**src/hw/rtl/mp2a_pkg.sv**
```systemverilog
package mp2a_pkg;

  localparam int MAX_WIDTH     = 256;
  localparam int MAX_KERNEL    = 8;
  localparam int MAX_HEIGHT    = 256;
  localparam int SAMPLE_BITS   = 16;
  localparam int POS_BITS      = 8;
  localparam int KERNEL_BITS   = 4;
  localparam int STRIDE_BITS   = 4;
  localparam int DIM_BITS      = 9;
  localparam int CFG_BITS      = 9;
  localparam int COL_BITS      = $clog2(MAX_WIDTH);
  localparam int SLOT_BITS     = $clog2(MAX_KERNEL);
  localparam int KIDX_BITS     = (MAX_KERNEL > 1) ? $clog2(MAX_KERNEL) : 1;
  localparam int STORE_DEPTH   = MAX_KERNEL * MAX_WIDTH;
  localparam int ADDR_BITS     = SLOT_BITS + COL_BITS;

  typedef enum logic [1:0] {
    REG_KERNEL = 2'd0,
    REG_STRIDE = 2'd1,
    REG_WIDTH  = 2'd2,
    REG_HEIGHT = 2'd3
  } reg_idx_t;

  typedef enum logic [1:0] {
    SC_IDLE,
    SC_READ,
    SC_DRAIN,
    SC_DONE
  } scan_state_t;

  typedef struct packed {
    logic [KERNEL_BITS-1:0] k;
    logic [STRIDE_BITS-1:0] s;
    logic [DIM_BITS-1:0]    w;
    logic [DIM_BITS-1:0]    h;
  } cfg_t;

  typedef struct packed {
    logic                fire;
    logic [POS_BITS-1:0] r0;
    logic [POS_BITS-1:0] c0;
    logic [POS_BITS-1:0] wrow;
    logic [POS_BITS-1:0] wcol;
    logic                last;
  } win_t;

endpackage

```
**src/hw/rtl/mp2a_scan.sv**
```systemverilog
module mp2a_scan (
  input  logic                                  clk,
  input  logic                                  rst,
  input  logic                                  start,
  input  mp2a_pkg::win_t                        win,
  input  logic [mp2a_pkg::KERNEL_BITS-1:0]      k,
  output logic                                  busy,
  output logic                                  rd_en,
  output logic [mp2a_pkg::ADDR_BITS-1:0]        rd_addr,
  input  logic [mp2a_pkg::SAMPLE_BITS-1:0]      rd_data,
  output logic                                  out_valid,
  input  logic                                  out_ready,
  output logic signed [mp2a_pkg::SAMPLE_BITS-1:0] pooled_value,
  output logic [mp2a_pkg::POS_BITS-1:0]         out_row,
  output logic [mp2a_pkg::POS_BITS-1:0]         out_col,
  output logic [mp2a_pkg::POS_BITS-1:0]         max_row,
  output logic [mp2a_pkg::POS_BITS-1:0]         max_col,
  output logic                                  last
);
  import mp2a_pkg::*;

  scan_state_t state, state_next;

  logic [KIDX_BITS-1:0]          dr, dc, kmax;
  logic [POS_BITS-1:0]           r0, c0, wrow, wcol;
  logic                          win_last;
  logic                          rd_vld;
  logic [POS_BITS-1:0]           rd_row, rd_col, cur_row, cur_col;
  logic                          first;
  logic signed [SAMPLE_BITS-1:0] best;
  logic [POS_BITS-1:0]           br, bc;
  logic                          take, load;

  assign kmax    = KIDX_BITS'(k - 1'b1);
  assign cur_row = r0 + POS_BITS'(dr);
  assign cur_col = c0 + POS_BITS'(dc);
  assign rd_addr = {cur_row[SLOT_BITS-1:0], COL_BITS'(cur_col)};
  assign take    = rd_vld && (first || ($signed(rd_data) > best));

  always_comb begin
    state_next = state;
    busy       = 1'b1;
    rd_en      = 1'b0;
    load       = 1'b0;
    case (state)
      SC_IDLE: begin
        busy = 1'b0;
        if (start) begin
          state_next = SC_READ;
        end
      end
      SC_READ: begin
        rd_en = 1'b1;
        if (dr == kmax && dc == kmax) begin
          state_next = SC_DRAIN;
        end
      end
      SC_DRAIN: begin
        state_next = SC_DONE;
      end
      SC_DONE: begin
        if (!out_valid || out_ready) begin
          load       = 1'b1;
          state_next = SC_IDLE;
        end
      end
      default: begin
        state_next = SC_IDLE;
      end
    endcase
  end

  always_ff @(posedge clk) begin
    if (rst) begin
      state <= SC_IDLE;
    end else begin
      state <= state_next;
    end
  end

  always_ff @(posedge clk) begin
    if (rst) begin
      rd_vld    <= 1'b0;
      out_valid <= 1'b0;
    end else begin
      rd_vld <= rd_en;
      if (load) begin
        out_valid <= 1'b1;
      end else if (out_ready) begin
        out_valid <= 1'b0;
      end
    end
  end

  always_ff @(posedge clk) begin
    if (start && state == SC_IDLE) begin
      r0       <= win.r0;
      c0       <= win.c0;
      wrow     <= win.wrow;
      wcol     <= win.wcol;
      win_last <= win.last;
      dr       <= '0;
      dc       <= '0;
      first    <= 1'b1;
    end else begin
      if (rd_en) begin
        rd_row <= cur_row;
        rd_col <= cur_col;
        if (dc == kmax) begin
          dc <= '0;
          dr <= dr + 1'b1;
        end else begin
          dc <= dc + 1'b1;
        end
      end
      if (take) begin
        best  <= $signed(rd_data);
        br    <= rd_row;
        bc    <= rd_col;
        first <= 1'b0;
      end
    end
    if (load) begin
      pooled_value <= best;
      out_row      <= wrow;
      out_col      <= wcol;
      max_row      <= br;
      max_col      <= bc;
      last         <= win_last;
    end
  end

  a_start_idle: assert property (@(posedge clk) disable iff (rst)
    start |-> state == SC_IDLE)
    else $error("scan started while busy");

  a_done_seen: assert property (@(posedge clk) disable iff (rst)
    state == SC_DONE |-> !first)
    else $error("window finished with no sample compared");

  a_load_src: assert property (@(posedge clk) disable iff (rst)
    $rose(out_valid) |-> $past(state) == SC_DONE)
    else $error("result word raised outside the finish step");

  a_scan_range: assert property (@(posedge clk) disable iff (rst)
    state == SC_READ |-> dr <= kmax && dc <= kmax)
    else $error("scan index beyond kernel");

endmodule

```
**config.mk**
```make
export PLATFORM = sky130hd
export DESIGN_NAME = mp2a_scan
export DESIGN_NICKNAME = d
export VERILOG_FILES = /design/src/hw/rtl/mp2a_pkg.sv /design/src/hw/rtl/mp2a_scan.sv
export SDC_FILE = /design/constraint.sdc
export NUM_CORES = 1
export LEC_CHECK = 0
export BUFFER_PORTS_ARGS = -buffer_cell sky130_fd_sc_hd__buf_4
export CAP_MARGIN = 0
export CORE_MARGIN = 2
export CORE_UTILIZATION = 58
export DETAILED_ROUTE_END_ITERATION = 8
export PLACE_DENSITY = 0.88
export SYNTH_ARGS = -nofsm -noshare
export SYNTH_HDL_FRONTEND = slang
export SYNTH_SLANG_ARGS = --single-unit
```
**constraint.sdc**
```tcl
create_clock -name clk -period 7.2 [get_ports clk]
set_input_delay 0 -clock clk [delete_from_list [all_inputs] [get_ports clk]]
set_output_delay 0 -clock clk [all_outputs]
set_load 0.02 [all_outputs]
```
Yosys cells after proc, flatten, opt, wreduce, memory -nomap -nowiden --
Index checks and enable logic that the tools add are counted.
Storage, ports and cells: flip-flop bits (word level) 141, bits of input ports 58, output and inout port bits 63
Cells by class: order comparisons 1, reduce and logical (&&, ||, !) cells 12, eq/ne operators 8, bitwise logic cells 1, add/sub/neg operators 5, mux-type cells 11
Operators by type and width (count):
- 8-bit by 3-bit adder with 8-bit output | 2
- 16-bit > comparator | 1
- 2-bit case mux with 4 select lines | 1
- 3-bit by 1-bit adder with 3-bit output, second input constant | 2
- 3-bit == test | 2
- 1-bit two-way mux | 6
- 2-bit two-way mux | 3
- 2-bit inequality test, second input constant | 3
- 2-bit AND reduction | 3
- 2-bit == test, second input constant | 2
- 1-bit logical AND | 3
- 3-bit two-way mux | 1
- 3-bit AND reduction | 1
- 3-bit by 1-bit subtractor with 3-bit output, second input constant | 1
- 2-bit by 1-bit == test with 1-bit output, second input constant | 1
- 2-bit zero test | 1
- 1-bit logical OR | 2
- 2-bit nonzero test | 1
- 1-bit zero test | 1
- 1-bit inverter | 1

Depth between registers and ports, before layout --
depth in word-level cells 5, mapped depth 7

Worst setup path after synthesis --
No wires, ideal clock.
path type reg2reg, start register state[1], end register last (enable), stages on the path, launching flop included 3, arrival 4125 ps, clock period less this slack 4656 ps, slack 2544 ps, data required time 6670 ps, setup time 530 ps, path buffers 0, path through dfxtp_1 -> ha_1 -> a21boi_0
On the way: longest elaborated chain between the ends 2
RTL lines:
- from (decl) | RTL line mp2a_scan.sv:22 | scan_state_t state, state_next;
- from (signal assigned) | RTL line mp2a_scan.sv:77 | state <= state_next;
- 2-bit == test | RTL line mp2a_scan.sv:45 | case (state)
- 1-bit two-way mux | RTL line mp2a_scan.sv:45
- named net load | RTL line mp2a_scan.sv:32 | logic take, load;
- to (signal assigned) | RTL line mp2a_scan.sv:129 | last <= win_last;
- to (decl) | RTL line mp2a_scan.sv:18 | output logic last
The timed path passes the listed nets, and every way through them passes these cells. A chain may end at the register's enable or synchronous reset.

Final worst setup path --
start register best[14], end register best[6] (enable)
On the way: longest elaborated chain between the ends 4
RTL lines:
- from (decl) | RTL line mp2a_scan.sv:30 | logic signed [SAMPLE_BITS-1:0] best;
- from (signal assigned) | RTL line mp2a_scan.sv:117 | best <= $signed(rd_data);
- 16-bit > comparator | RTL line mp2a_scan.sv:38 | assign take = rd_vld && (first || ($signed(rd_data) > best));
- 1-bit logical OR | RTL line mp2a_scan.sv:38
- 1-bit logical AND | RTL line mp2a_scan.sv:38
- 2-bit AND reduction (no source line)
No other way between the ends.

==> impl_metrics.tcl <==
set metrics [dict create \
    crit_buf_inv 1 \
    drc_errors 0 \
    start_util_pct 58.7 \
    track_usage_pct 24.6 \
    syn_area_um2 5350 \
    synth-main-ff-cell "edfxtp_1" \
    vdd_drop_max_uv 232 \
    whs_ps 34.6 \
    vias 3318 \
    portBuffers 118 \
    fp-row-count 35 \
    setup_viol 0 \
    rsz0062_at_grt "no" \
    grt_pass1_wl_um 17900 \
    postCtsHoldBufs 52 \
    die_h_um 100 \
    nets 588 \
    clock_path_buffers 2 \
    drtIter0Drc 173 \
    outcome "complete, no violations" \
    final_layout_size_suffix_gt1_share_pct 30.5 \
    dr.pass1.iters 4 \
    synth_area_leader_cell "edfxtp_1" \
    cp_top_family "multiplexers" \
    post-route-period-util_pct 45.4 \
    synth_edf_count 130 \
    final_common_cell "edfxtp_1" \
    ios 121 \
    critPathLaunchType "flip-flop" \
    cp-end-kind "flip-flop" \
    dieArea_um2 10000 \
    maxSlewHeadroom_pct 19.4 \
    path_class "reg2reg" \
    cp_max_fo 32 \
    cpMaxStageDelayCell "mux2i_4" \
    period_needed_ps 3270 \
    tightest_slew_ps 1180 \
    post_cts_buffers 0 \
    postRouteAntennaNets 0 \
    cts_tree "built" \
    cts-root-buf "clkbuf_8" \
    clkTransAtPathRegs_ps 70 \
    core_area_um2 9110 \
    grt_pass1_vias 3457 \
    drv_cap 0 \
    yosys_warnings 0 \
    antenna_found_initial 0 \
    cts_buffers 17 \
    hold_viol 0 \
    via_per_inst 5.33 \
    synth_top_area_share_pct 72.9 \
    dp_hpwl_um 6370 \
    crit_top_cell "nor4_1" \
    arrival_ps 3400 \
    syn2layout_area_growth_pct 39.7 \
    pwr_density_cell_nw_per_um2 329 \
    fin_setup_tns_ps 0 \
    hold_class "in2reg" \
    htreeDepth 4 \
    syn_area_per_cell_um2 17.2 \
    final_cell_mix "edfxtp_1, buf_4, dlygate4sd3_1" \
    max_stage_delay_ps 950 \
    ys_seq_area_share_pct 77.1 \
    cts.sinks 141 \
    ys_types 31 \
    die_x_um 100 \
    fmax_ghz 0.306 \
    fin_worst_skew_ps 10.7 \
    diodes 0 \
    synth_cells 311 \
    pre_cts_ws_ps 4090 \
    slew_violations 0 \
    cts_resized 0 \
    gr-total-overflow 0 \
    fin_util_pct 82.1 \
    grt_max_degree 50 \
    crit_required_ps 7330 \
    drt_wl_total_um 11500 \
    synth_area_leaders "edfxtp_1, ha_1, dfxtp_1, xnor2_1, inv_1" \
    synth_nets 401 \
    ys_ff_latch 141 \
    wl_per_cell_um 18.6 \
    clock_latency_ps 520 \
    p_total_mw 2.46 \
    gp_congestion 0.782 \
    p_leak_nw 3.00 \
    worstPathCellList "inv_1 -> ha_1 -> nand4_1 -> nor4_1 -> a21boi_0 -> nor4_1 -> mux2i_4" \
    worst_slack_ps 3930 \
    async_flop_share_pct 0 \
]
Yosys cell counts (4+ instances only):
master,instances
a21oi_1,12
dfxtp_1,11
edfxtp_1,130
ha_1,30
inv_1,32
nand2_1,14
nand4_1,5
nor2_1,10
nor2b_1,7
nor3_1,4
o21ai_0,6
xnor2_1,15
xor2_1,5
per-layer routing:
layer / up-vias / global-route usage (%) / part of all wire, %
li1: 1517 / - / -
met1: 1621 / 27.6 / 36
met2: 144 / 43.3 / 55
met3: 36 / 6.20 / 4.8
met4: 0 / 13.1 / 4.4
met5: - / 0 / 0
tightest hold or removal path: cells and delay by family:
family          cells  cell delay (ps)
simple gates        2              180
xor+xnor            1              160
buf+inv             1              110
compound gates      1               60
cells by family (layout without fill, tap and decap cells):
kind of cell    count (synthesis)  after routing  share of synthesized area (%)
fa+ha+maj                      32             32                           7.76
mux                             3              3                          0.561
flops                         141            141                           77.1
buf+inv                        36            236                           2.74
simple gates                   49             49                           4.68
xor+xnor                       21             21                           3.74
compound gates                 29             29                           3.46
through the flow:
step / area [um2] / std cells
floorplan: 5350 / 311
global placement: 6390 / 538
detailed placement: 6390 / 538
CTS: 7480 / 622
global route: 7480 / 622
finish: 7480 / 622
path summary, 6_finish.rpt:
check,end,depth (start not counted),startpoint,slack (ps)
max,best[6]$_DFFE_PP_,7,best[14]$_DFFE_PP_,3930
min,dr[1]$_SDFFE_PP0P_,5,k[0],30
max reg2reg,best[6]$_DFFE_PP_,7,best[14]$_DFFE_PP_,3930
min reg2reg,out_col[2]$_DFFE_PP_,0,wcol[2]$_DFFE_PP_,420
state kept, by name (all words and copies together) (netlist names):
signal and count:
best 16, pooled_value 16, bc 8, br 8
c0 8, max_col 8, max_row 8, out_col 8
out_row 8, r0 8, rd_col 8, rd_row 8
wcol 8, wrow 8, dc 3, dr 3
state 2, first 1, last 1, out_valid 1
rd_vld 1, win_last 1
final cells by class:
type | instances | area (um2)
inverters | 32 | 120
well taps | 111 | 139
flip-flops and latches | 141 | 4120
fillers | 441 | 1630
clock inverters | 15 | 155
clock buffers | 17 | 414
repair buffers | 172 | 1420
multi-input cells | 134 | 1100
report_power, final:
group | total [mW] | leakage, nW | internal [mW] | switching [mW]
sequential | 1.15 | 1.29 | 1.08 | 0.0604
clock | 0.842 | 0.277 | 0.472 | 0.370
combinational | 0.477 | 1.43 | 0.189 | 0.288
No activity file was read; power rests on OpenSTA's default activity.
