## src/hw/rtl/mp2a_pkg.sv

```systemverilog
package mp2a_pkg;

  localparam int MAX_WIDTH     = 256;
  localparam int MAX_KERNEL    = 8;
  localparam int MAX_HEIGHT    = 256;
  localparam int SAMPLE_BITS   = 16;
  localparam int POS_BITS      = 8;
  localparam int KERNEL_BITS   = 4;
  localparam int STRIDE_BITS   = 4;
  localparam int DIM_BITS      = 9;
  localparam int CFG_BITS      = 9;
  localparam int COL_BITS      = $clog2(MAX_WIDTH);
  localparam int SLOT_BITS     = $clog2(MAX_KERNEL);
  localparam int KIDX_BITS     = (MAX_KERNEL > 1) ? $clog2(MAX_KERNEL) : 1;
  localparam int STORE_DEPTH   = MAX_KERNEL * MAX_WIDTH;
  localparam int ADDR_BITS     = SLOT_BITS + COL_BITS;

  typedef enum logic [1:0] {
    REG_KERNEL = 2'd0,
    REG_STRIDE = 2'd1,
    REG_WIDTH  = 2'd2,
    REG_HEIGHT = 2'd3
  } reg_idx_t;

  typedef enum logic [1:0] {
    SC_IDLE,
    SC_READ,
    SC_DRAIN,
    SC_DONE
  } scan_state_t;

  typedef struct packed {
    logic [KERNEL_BITS-1:0] k;
    logic [STRIDE_BITS-1:0] s;
    logic [DIM_BITS-1:0]    w;
    logic [DIM_BITS-1:0]    h;
  } cfg_t;

  typedef struct packed {
    logic                fire;
    logic [POS_BITS-1:0] r0;
    logic [POS_BITS-1:0] c0;
    logic [POS_BITS-1:0] wrow;
    logic [POS_BITS-1:0] wcol;
    logic                last;
  } win_t;

endpackage

```

## src/hw/rtl/mp2a_pos.sv

```systemverilog
module mp2a_pos (
  input  logic                           clk,
  input  logic                           rst,
  input  logic                           accept,
  input  logic                           frame_start,
  input  mp2a_pkg::cfg_t                 cfg,
  output logic [mp2a_pkg::ADDR_BITS-1:0] wr_addr,
  output mp2a_pkg::win_t                 win
);
  import mp2a_pkg::*;

  logic [POS_BITS-1:0]    in_row, in_row_next;
  logic [POS_BITS-1:0]    in_col, in_col_next;
  logic [POS_BITS-1:0]    window_row_count, window_row_count_next;
  logic [POS_BITS-1:0]    window_col_count, window_col_count_next;
  logic [STRIDE_BITS-1:0] row_phase, row_phase_next;
  logic [STRIDE_BITS-1:0] col_phase, col_phase_next;

  logic [POS_BITS-1:0]    row, col, wrc, wcc;
  logic [STRIDE_BITS-1:0] rp, cp;
  logic                   row_in, col_in, row_done, col_done;

  function automatic logic [STRIDE_BITS-1:0] step_phase(
    input logic [STRIDE_BITS-1:0] p,
    input logic [STRIDE_BITS-1:0] s
  );
    logic [STRIDE_BITS:0] inc;
    inc = {1'b0, p} + 1'b1;
    if (inc >= {1'b0, s}) begin
      return '0;
    end
    return inc[STRIDE_BITS-1:0];
  endfunction

  always_comb begin
    row = frame_start ? '0 : in_row;
    col = frame_start ? '0 : in_col;
    wrc = frame_start ? '0 : window_row_count;
    wcc = frame_start ? '0 : window_col_count;
    rp  = frame_start ? '0 : row_phase;
    cp  = frame_start ? '0 : col_phase;
    if ({1'b0, col} >= cfg.w) begin
      col = POS_BITS'(cfg.w - 1'b1);
    end
    if ({1'b0, row} >= cfg.h) begin
      row = POS_BITS'(cfg.h - 1'b1);
    end

    wr_addr = {row[SLOT_BITS-1:0], COL_BITS'(col)};

    row_in   = ({1'b0, row} + 1'b1) >= DIM_BITS'(cfg.k);
    col_in   = ({1'b0, col} + 1'b1) >= DIM_BITS'(cfg.k);
    row_done = row_in && (rp == '0);
    col_done = col_in && (cp == '0);

    win.fire = row_done && col_done;
    win.r0   = row - POS_BITS'(cfg.k - 1'b1);
    win.c0   = col - POS_BITS'(cfg.k - 1'b1);
    win.wrow = wrc;
    win.wcol = wcc;
    win.last = (({2'b0, row} + 10'(cfg.s)) >= 10'(cfg.h)) &&
               (({2'b0, col} + 10'(cfg.s)) >= 10'(cfg.w));

    window_col_count_next = wcc;
    col_phase_next        = cp;
    window_row_count_next = wrc;
    row_phase_next        = rp;
    in_row_next           = row;
    in_col_next           = col;

    if (col_in) begin
      if (win.fire) begin
        window_col_count_next = wcc + 1'b1;
      end
      col_phase_next = step_phase(cp, cfg.s);
    end

    if (({1'b0, col} + 1'b1) >= cfg.w) begin
      in_col_next           = '0;
      col_phase_next        = '0;
      window_col_count_next = '0;
      if (row_in) begin
        if (row_done) begin
          window_row_count_next = wrc + 1'b1;
        end
        row_phase_next = step_phase(rp, cfg.s);
      end
      if (({1'b0, row} + 1'b1) >= cfg.h) begin
        in_row_next           = '0;
        row_phase_next        = '0;
        window_row_count_next = '0;
      end else begin
        in_row_next = row + 1'b1;
      end
    end else begin
      in_col_next = col + 1'b1;
    end
  end

  always_ff @(posedge clk) begin
    if (rst) begin
      in_row           <= '0;
      in_col           <= '0;
      window_row_count <= '0;
      window_col_count <= '0;
      row_phase        <= '0;
      col_phase        <= '0;
    end else if (accept) begin
      in_row           <= in_row_next;
      in_col           <= in_col_next;
      window_row_count <= window_row_count_next;
      window_col_count <= window_col_count_next;
      row_phase        <= row_phase_next;
      col_phase        <= col_phase_next;
    end
  end

endmodule

```

## config.mk

```make
export PLATFORM = sky130hd
export DESIGN_NAME = mp2a_pos
export DESIGN_NICKNAME = d
export VERILOG_FILES = /design/src/hw/rtl/mp2a_pkg.sv /design/src/hw/rtl/mp2a_pos.sv
export SDC_FILE = /design/constraint.sdc
export NUM_CORES = 1
export LEC_CHECK = 0
export BUFFER_PORTS_ARGS = -buffer_cell sky130_fd_sc_hd__buf_2
export CORE_ASPECT_RATIO = 0.75
export CORE_UTILIZATION = 55
export CTS_CLUSTER_SIZE = 16
export DETAILED_ROUTE_END_ITERATION = 7
export PLACE_DENSITY = 0.75
export SETUP_SLACK_MARGIN = 0.2
export SYNTH_ARGS = -nofsm -noshare
export SYNTH_HDL_FRONTEND = slang
export SYNTH_SLANG_ARGS = --single-unit
```

## constraint.sdc

```tcl
create_clock -name clk -period 20 [get_ports clk]
set_clock_uncertainty 0.2 [all_clocks]
set_input_delay 3 -clock clk [delete_from_list [all_inputs] [get_ports clk]]
set_output_delay 3 -clock clk [all_outputs]
set_load 0.03 [all_outputs]
```

* Word level (Yosys, flattened, before mapping)
Index checks and enable logic that the tools add are counted.
** Word-level totals
- RAM bits :: 0
- Register bits :: 40
- Output and inout bits :: 45
- Input port bits :: 30
- Latch bits :: 0
- ROM bits :: 0
- Memories :: 0
** Cells by class
- Div/mod/pow operators :: 0
- Eq/ne operators :: 0
- Mux-type cells :: 32
- $lt $le $gt $ge :: 10
- Add/subtract/negate cells :: 15
- $mul :: 0
- Reduce and logical (&&, ||, !) cells :: 6
- Bitwise gates (word level) :: 0
- Shift-type cells :: 0
** Operators with widths (count)
- 2-to-1 mux 8 bit :: 16
- 2-to-1 mux 4 bit :: 11
- greater-or-equal comparator 9 bit :: 4
- adder 8 x 1 -> 8 bit (second input constant) :: 4
- adder 8 x 1 -> 9 bit (second input constant) :: 2
- adder 8 x 4 -> 9 bit :: 2
- greater-or-equal comparator 8 x 9 -> 1 bit :: 2
- greater-or-equal comparator 9 x 4 -> 1 bit :: 2
- subtractor 8 x 1 -> 8 bit (second input constant) :: 2
- subtractor 8 bit :: 2
- adder 4 x 1 -> 5 bit (second input constant) :: 2
- greater-or-equal comparator 5 x 4 -> 1 bit :: 2
- zero test 4 bit :: 2
- 2-to-1 mux 1 bit :: 5
- subtractor 4 x 1 -> 5 bit (second input constant) :: 1
- logical AND 1 bit :: 4

* Longest topological paths before layout
Gate-level depths: netlist of run 1.
- Depth after elaboration :: 11
- Gate-level depth with buffers :: 29
- Depth with buffers taken out :: 24

* Worst setup path after synthesis of run 1
No wires, ideal clock.
- Path type :: input port to output port
- From :: in frame_start
- To :: out win[0] in the netlist's numbering
- Slack :: 8655 ps
- Stages :: 23
- Data arrival time :: 8145 ps
- Buffers on the path :: 4
- Data required time :: 16800 ps
- Cell sequence :: clkbuf_1 > clkbuf_1 > nor2b_1 > ha_1 > nand2_1 > o21ai_0 > a21o_1 > buf_2 > clkbuf_1 > nor2_1 > a21oi_1 > ha_1 > a21o_1 > a21oi_1 > nor2b_1 > o21ai_0 > xnor2_1 > ha_1 > a21oi_1 > nor2b_1 > o21ai_0 > o2bb2ai_1 > a211oi_1
** RTL lines
- start: declaration :: RTL line mp2a_pos.sv:5 : input logic frame_start,
- end: declaration :: RTL line mp2a_pos.sv:8 : output mp2a_pkg::win_t win

==> results of run 1 <==
path summary, 6_finish.rpt:
kind,startpoint,end,slack (ns),cells after the start
setup / recovery,frame_start,win[33],7.72,23
hold / removal,in_col[5]$_SDFFE_PP0P_,in_col[5]$_SDFFE_PP0P_,0.27,2
setup reg to reg,in_row[6]$_SDFFE_PP0P_,window_row_count[3]$_SDFFE_PP0P_,13.58,19
hold reg to reg,in_col[5]$_SDFFE_PP0P_,in_col[5]$_SDFFE_PP0P_,0.27,2
kinds of logic (layout without fill, tap and decap cells):
group,Yosys count,after routing,synth area share (%)
compound gates,206,206,22.4
flops,40,40,13.2
mux,10,10,1.68
xor+xnor,55,55,7.97
simple gates,304,304,26.7
buf+inv,89,144,5.77
fa+ha+maj,105,105,22.2
layout by cell type (no fill, tap or decap), drive strengths merged, types with 25 or more instances in the layout:
cell type	count
ha	101
buf	77
nor2	74
nand2	58
inv	58
a21oi	58
o21ai	49
nor2b	40
dfxtp	40
nand3	35
xnor2	34
a21o	28
nand2b	25
flip-flops by register name, indices dropped and copies added (netlist names):
register	flops
col_phase	4
window_row_count	8
window_col_count	8
in_col	8
in_row	8
row_phase	4
routing by layer:
layer	vias to the layer above	GRT usage (%)
met5	-	0
met4	0	5.52
met3	33	6.83
met2	321	49.3
met1	2894	44.0
li1	3009	-
synth_stat cells (4+ instances only):
cell | instances | area share, %
ha_1 | 101 | 21
fa_1 | 4 | 1.3
o21a_1 | 5 | 0.62
nand2_1 | 58 | 3.6
buf_1 | 4 | 0.25
nand2b_1 | 25 | 2.6
and3_1 | 8 | 0.83
nor3_1 | 17 | 1.4
buf_2 | 6 | 0.50
o22ai_1 | 6 | 0.62
o21ai_1 | 4 | 0.33
a221oi_1 | 6 | 0.87
or4_1 | 4 | 0.50
o21ai_0 | 45 | 3.7
nand4_1 | 6 | 0.62
or3_1 | 10 | 1.0
clkbuf_1 | 19 | 1.2
inv_1 | 57 | 3.5
xor2_1 | 21 | 3.0
a21o_1 | 28 | 3.5
nor2_1 | 73 | 4.5
o211ai_1 | 5 | 0.62
dfxtp_1 | 40 | 13
nand3_1 | 34 | 2.8
a31oi_1 | 9 | 0.93
a22o_1 | 6 | 0.87
mux2i_1 | 9 | 1.5
a21oi_1 | 57 | 4.7
a211oi_1 | 7 | 0.87
nor4b_1 | 4 | 0.58
xnor2_1 | 34 | 4.9
nor2b_1 | 40 | 4.1
critical path, delay by kind of cell:
family	cells	cell delay (ns)
and+or+nand+nor	7	0.84
buffers and inverters	6	1.44
adders and majority gates	3	0.90
AOI/OAI and AO/OA	7	2.84
through the flow:
stage | util [%] | hold slack (ns) | total power [mW] | instance area (um^2) | setup WS [ns]
2_1_floorplan | - | 0.217 | 0.153 | 6050 | 8.65
3_3_place_gp | 61.8 | 0.229 | 0.176 | 6480 | 8.25
3_5_place_dp | 61.8 | 0.258 | 0.180 | 6480 | 7.89
4_1_cts | 63.3 | 0.267 | 0.270 | 6650 | 7.90
5_1_grt | 63.3 | 0.276 | 0.285 | 6650 | 7.38
6_report | 63.3 | 0.267 | 0.270 | 6650 | 7.72
power by group:
part | internal (mW) | leakage, nW | switching [mW]
Sequential | 0.0809 | 0.324 | 0.000977
Combinational | 0.0353 | 2.85 | 0.0624
Clock | 0.0587 | 0.0808 | 0.0319
final cells by class:
class                   count  area (um^2)  share of cell area (%)
clock buffers               6          129                    1.94
well taps                 136          170                    2.56
clock inverters             2         35.0                   0.527
inverters                  59          221                    3.33
repair buffers             77          393                    5.91
multi-input cells         680         4900                    73.7
flip-flops and latches     40          801                    12.1
==> out/summary.md, run 1 <==
The flow ran to the end, and the final reports show no timing, DRC or antenna violations. The average wire per standard cell works out to 17.7 um. Kind of path behind the tightest hold check: register to register.

The peak fanout along the critical path came out at 41. The critical path is of the input pin to primary output type. The cell area that synthesis handed to floorplanning was 0.00605 mm^2. For the number of hold-repair buffers added at the cts stage, the log shows 0. Summed over all cells, the static leakage comes to 3.25 nW. The boundary pin count is 75, and the final critical-path share of the clock period is 61.4%. For this run, the top clock speed supported by timing is 0.0814 GHz.

In the final layout, the share of cells above drive strength 1 is 11.8%. The type of destination of the critical path is a primary output. Measured against its own limit, the worst slew margin works out to 35.9%. The number of fillers in the final layout is 951, and the global-route wire length before repair is 28600 um.

The initialized floorplan defines 32 standard-cell rows. Initial antenna violation count: 0. Setup repair after global routing left no endpoint under its margin. Leading register cell type out of synthesis: dfxtp_1. In the detailed route, the total length drawn on met2 is 7580 um. The synthesized design contains 40 register bits. The first detailed-routing pass took 6 iterations. The number of flops mapped to enable cells by yosys is 0. The sum of negative setup slack is 0 ns, and the total global routing overflow is 0. The final-stage net count is 998, and the remaining antenna violation count is 0. The run gives 809 as the count of mapped cells out of synthesis. The layout overhead on the synthesized area works out to 9.91%.

Detailed routing placed a total of 1870 um of wire on met3. The tools report the startpoint class of the critical path as an input pin. The core region is 0.0105 mm^2. The clock-pin slew on the worst setup and hold paths is 0.06 ns, and the number of buffers on the longest clock path is 2. Using the TritonRoute via totals, the vias-per-cell ratio works out to 6.26. Once placement completed, the tool counted placed cells totaling 992.

Worst-path cell with the longest stage delay: a21o_1. Slew of the pin with the lowest slew margin: 0.961 ns. The logs give 57.6% for the initial core utilization and 0 for the count of buffers added by post-CTS timing repair for setup. The average instance in the mapped netlist occupies 7.47 um^2. The run gives 2 as the H-tree depth reported by CTS.

The number of port buffers was 74; the async set-or-reset flop fraction in the synthesized netlist was 0%. Detailed-route wire length: 17700 um. The die width was 123 um. Final hold violation count: 0. The number of nets handed over by synthesis was 944.

In the routed design, unresolved DRC markers number 0. The clock latency on the worst-skew pair came out at 0.28 ns. The run gives 13.2% as the share of the yosys chip area belonging to registers. The detailed router placed 6257 vias in this run. TritonCTS built the clock tree. The routed design could run at a clock period as short as 12.28 ns. The combined global-route utilization of all metal layers was 31.4%; the max-capacitance violation count was 0. For this run, the slowest stage of the critical path takes 0.65 ns. For this block, the initial DRC count from the detailed router was 602. The y dimension of the die is 92.8 um, and the final HPWL from detailed placement is 14200 um. The netlist uses 76 different library cells. Top routing layer in use: met4.

Setup violations remaining at the end of the flow were counted as 0. The required time at the worst-slack endpoint was 16.80 ns. The critical path goes through buf_2 > inv_1 > nand2_1 > inv_1 > ha_1 > a211oi_1 > o32ai_1 > a21o_1 > nor2_1 > a21oi_1 > ha_1 > inv_1 > nand2_1 > nand2_1 > ha_1 > o21ai_0 > nand2b_1 > a221o_1 > a2111oi_4 > nor2_4 > nand3_4 > inv_2 > buf_2. IR analysis of the VDD net gives a maximum drop of 0.0000436 V. The number of clock buffers added by TritonCTS is 5. For the number of global-route vias before repair, the log shows 5703. After detailed routing, the wire length on met1 is 8030 um. The count of warnings emitted by yosys is 0. The run gives 0 as the total count of max-transition violations in the final report. The run gives 9.08 ns as the arrival time reported for the critical path endpoint. The die covers 0.0114 mm^2.

The buffer cell driving the clock tree root is clkbuf_16. Entering global routing, the biggest net connects 42 pins. The run gives 40 as the total number of clock tree sinks. The power per cell area was 40.6 mW/mm^2; the last weighted congestion value of the routability-driven placer was 1.03. Once the clock tree was built, the resizer swapped 0 gates to a different size.

Leaving out filler cells and counting taps, the final layout contains 1000. The tools report the diode insertion count for antenna repair as 0.
(Power assumes the default switching activity.)
==> run 2: changes to the inputs <==
- clock period: 20 -> 11.6 ns (I/O delays scaled with it)
==> out/summary.md, run 2 (synthesis gave the netlist of run 1 again) <==
The flow ran to the end, and the final reports show no timing, DRC or antenna violations. For the headroom to the max-slew limit, the log shows 36.4%. The critical path starts at frame_start.

The startpoint class of the critical path is an input pin. The first global-routing pass estimated 28500 um of wire. The wire-length estimate of the detail-placed layout is 14200 um. The run gives 2 as the number of buffers on the longest clock path.

The die is 123 um wide. The end of the worst register-to-register path was window_row_count[3]$_SDFFE_PP0P_. TritonCTS built the clock tree. The clock latency on the worst-skew pair is 0.28 ns, and the sum of negative setup slack is 0 ns. The run gives 0 as the total global routing overflow. The total count of max-transition violations in the final report is 0, and the depth of the most critical reg-to-reg path is 22. The die covers 0.0114 mm^2. Input and output buffers added on the ports amount to 74. The boundary pin count was 75.

The run gives 5 as the number of buffers created by CTS. After the last flow step, the layout net total stands at 998. The tools report the final hold violation count as 0. After clock tree synthesis, the clock-pin slew on the worst setup and hold paths is 0.06 ns.

Counting every sink on the clock net gives 40. For the worst ir drop on vdd, the log shows 0.0000808 V. The tools report the initial core utilization as 57.6%.

Including well taps, the total number of placed cells is 992. The average wire per standard cell was 17.8 um; the number of core rows was 32. The critical path is of the input pin to primary output type. Global routing used 31.4% of the available tracks.

The count of placed standard cells in the final layout, fillers left out is 1000. The tools report the diode insertion count for antenna repair as 0. Using the TritonRoute via totals, the vias-per-cell ratio works out to 6.20. The logs give 0 for the initial antenna violation count and 42 for the pin count of the biggest net entering global routing. The detailed router finished its first iteration with 477 violations. At the pin with the least slew margin, the transition time is 0.954 ns.

The area of the core region came out at 0.0105 mm^2. The run gives 0 as the count of buffers added by post-CTS timing repair for setup. The kind of path behind the tightest hold check was register to register. Summed over all layers, the routed wires come to 17800 um.

The peak fanout along the critical path is 41. Setup repair after global routing left no endpoint under its margin. The pre-antenna-repair detailed-routing pass consisted of 5 iterations. The fraction of layout instances using a drive strength above 1 is 11.8%, and the highest achievable clock rate is 0.103 GHz.

DRC violation count after routing: 0. Max-capacitance violation count: 0. In this run the vertical extent of the chip is 92.8 um. The tree is rooted in a clkbuf_16. In this run the power density over the cells is 70.0 mW/mm^2. The tools report the type of destination of the critical path as a primary output. The remaining antenna violation count is 0.

For the worst setup path, the data arrival time is 7.76 ns. The leakage power summed over all cells was 3.25 nW. STA puts the critical path data required time at 9.66 ns.

The final critical-path share of the clock period was 83.6%. The final count of negative-setup-slack endpoints is 0, and the layout overhead on the synthesized area is 9.91%. The critical path ends at win[33].

The H-tree was split into 2 levels. In the layout the commonest cells are 101 x ha_1, 74 x buf_2, 73 x nor2_1. Once the clock tree was built, the resizer swapped 0 gates to a different size.

The worst register-to-register path begins at in_col[7]$_SDFFE_PP0P_. For this design, the CTS-stage hold fixing added 0 buffers. At the end of routability-driven placement, the weighted congestion stood at 1.03. The run gives 5841 as the number of global-route vias before repair. Setup slack on the worst reg-to-reg path comes out at 5.24 ns. The clock period minus final worst setup slack was 9.70 ns. The library cell used most frequently in the layout, excluding fill and tap cells, is ha_1. The total vias in the final route is 6203.
==> run 2: cell counts in the layout (fill, tap and decap cells not counted) <==
No cell type changed its count.
==> run 2: where the power goes <==
group          switching, mW  leakage [nW]  internal [mW]  total, mW
Sequential           0.00162         0.324          0.139      0.141
Combinational          0.108          2.85         0.0609      0.169
Clock                 0.0542        0.0808          0.101      0.155
Total                  0.164          3.25          0.301      0.465
==> run 2: worst min-delay path by stage <==
stage,start,endpoint,slack (ns),cells past startpoint
final,in_col[6]$_SDFFE_PP0P_,in_col[6]$_SDFFE_PP0P_,0.27,2
after global routing,in_col[5]$_SDFFE_PP0P_,in_col[5]$_SDFFE_PP0P_,0.28,2
after CTS,in_col[5]$_SDFFE_PP0P_,in_col[5]$_SDFFE_PP0P_,0.27,2
after detailed placement,in_col[5]$_SDFFE_PP0P_,in_col[5]$_SDFFE_PP0P_,0.26,2
after global placement,window_row_count[0]$_SDFFE_PP0P_,window_row_count[0]$_SDFFE_PP0P_,0.23,2
after floorplan,window_row_count[0]$_SDFFE_PP0P_,window_row_count[0]$_SDFFE_PP0P_,0.22,2
==> run 2: metrics by stage <==
| step | area [um^2] | hold WS [ns] | util [%] | total power [mW] | setup WS [ns] |
|---|---|---|---|---|---|
| after detailed placement | 6480 | 0.258 | 61.8 | 0.310 | 2.05 |
| after CTS | 6650 | 0.267 | 63.3 | 0.466 | 2.05 |
| final | 6650 | 0.269 | 63.3 | 0.465 | 1.90 |
| after global placement | 6480 | 0.229 | 61.8 | 0.304 | 2.37 |
| after global routing | 6650 | 0.276 | 63.3 | 0.488 | 1.56 |
| after floorplan | 6050 | 0.217 | - | 0.264 | 2.77 |
==> run 2: routing by layer <==
| layer | GRT usage, % | part of all wire [%] |
|---|---|---|
| met5 | 0 | 0 |
| met4 | 6.63 | 1.5 |
| met3 | 5.17 | 8.9 |
| met2 | 50.6 | 43 |
| met1 | 43.5 | 46 |
==> run 2: layout make-up <==
class / count / area, um^2
Multi-Input combinational cell: 680 / 4900
Fill cell: 949 / 3840
Sequential cell: 40 / 801
Timing Repair Buffer: 77 / 393
Inverter: 59 / 221
Tap cell: 136 / 170
Clock buffer: 6 / 129
Clock inverter: 2 / 35.0
==> run 2: worst max-delay path, cell delays in order <==
cell	delay [ns]
buf_2	0.58
inv_1	0.40
nand2_1	0.19
inv_1	0.10
ha_1	0.30
a211oi_1	0.07
o32ai_1	0.51
a21o_1	0.62
nor2_1	0.13
a21oi_1	0.48
ha_1	0.35
inv_1	0.12
nand2_1	0.09
nand2_1	0.10
ha_1	0.28
o21ai_0	0.08
nand2b_1	0.09
a221o_1	0.38
a2111oi_4	0.60
nor2_4	0.11
nand3_4	0.14
inv_2	0.07
buf_2	0.18
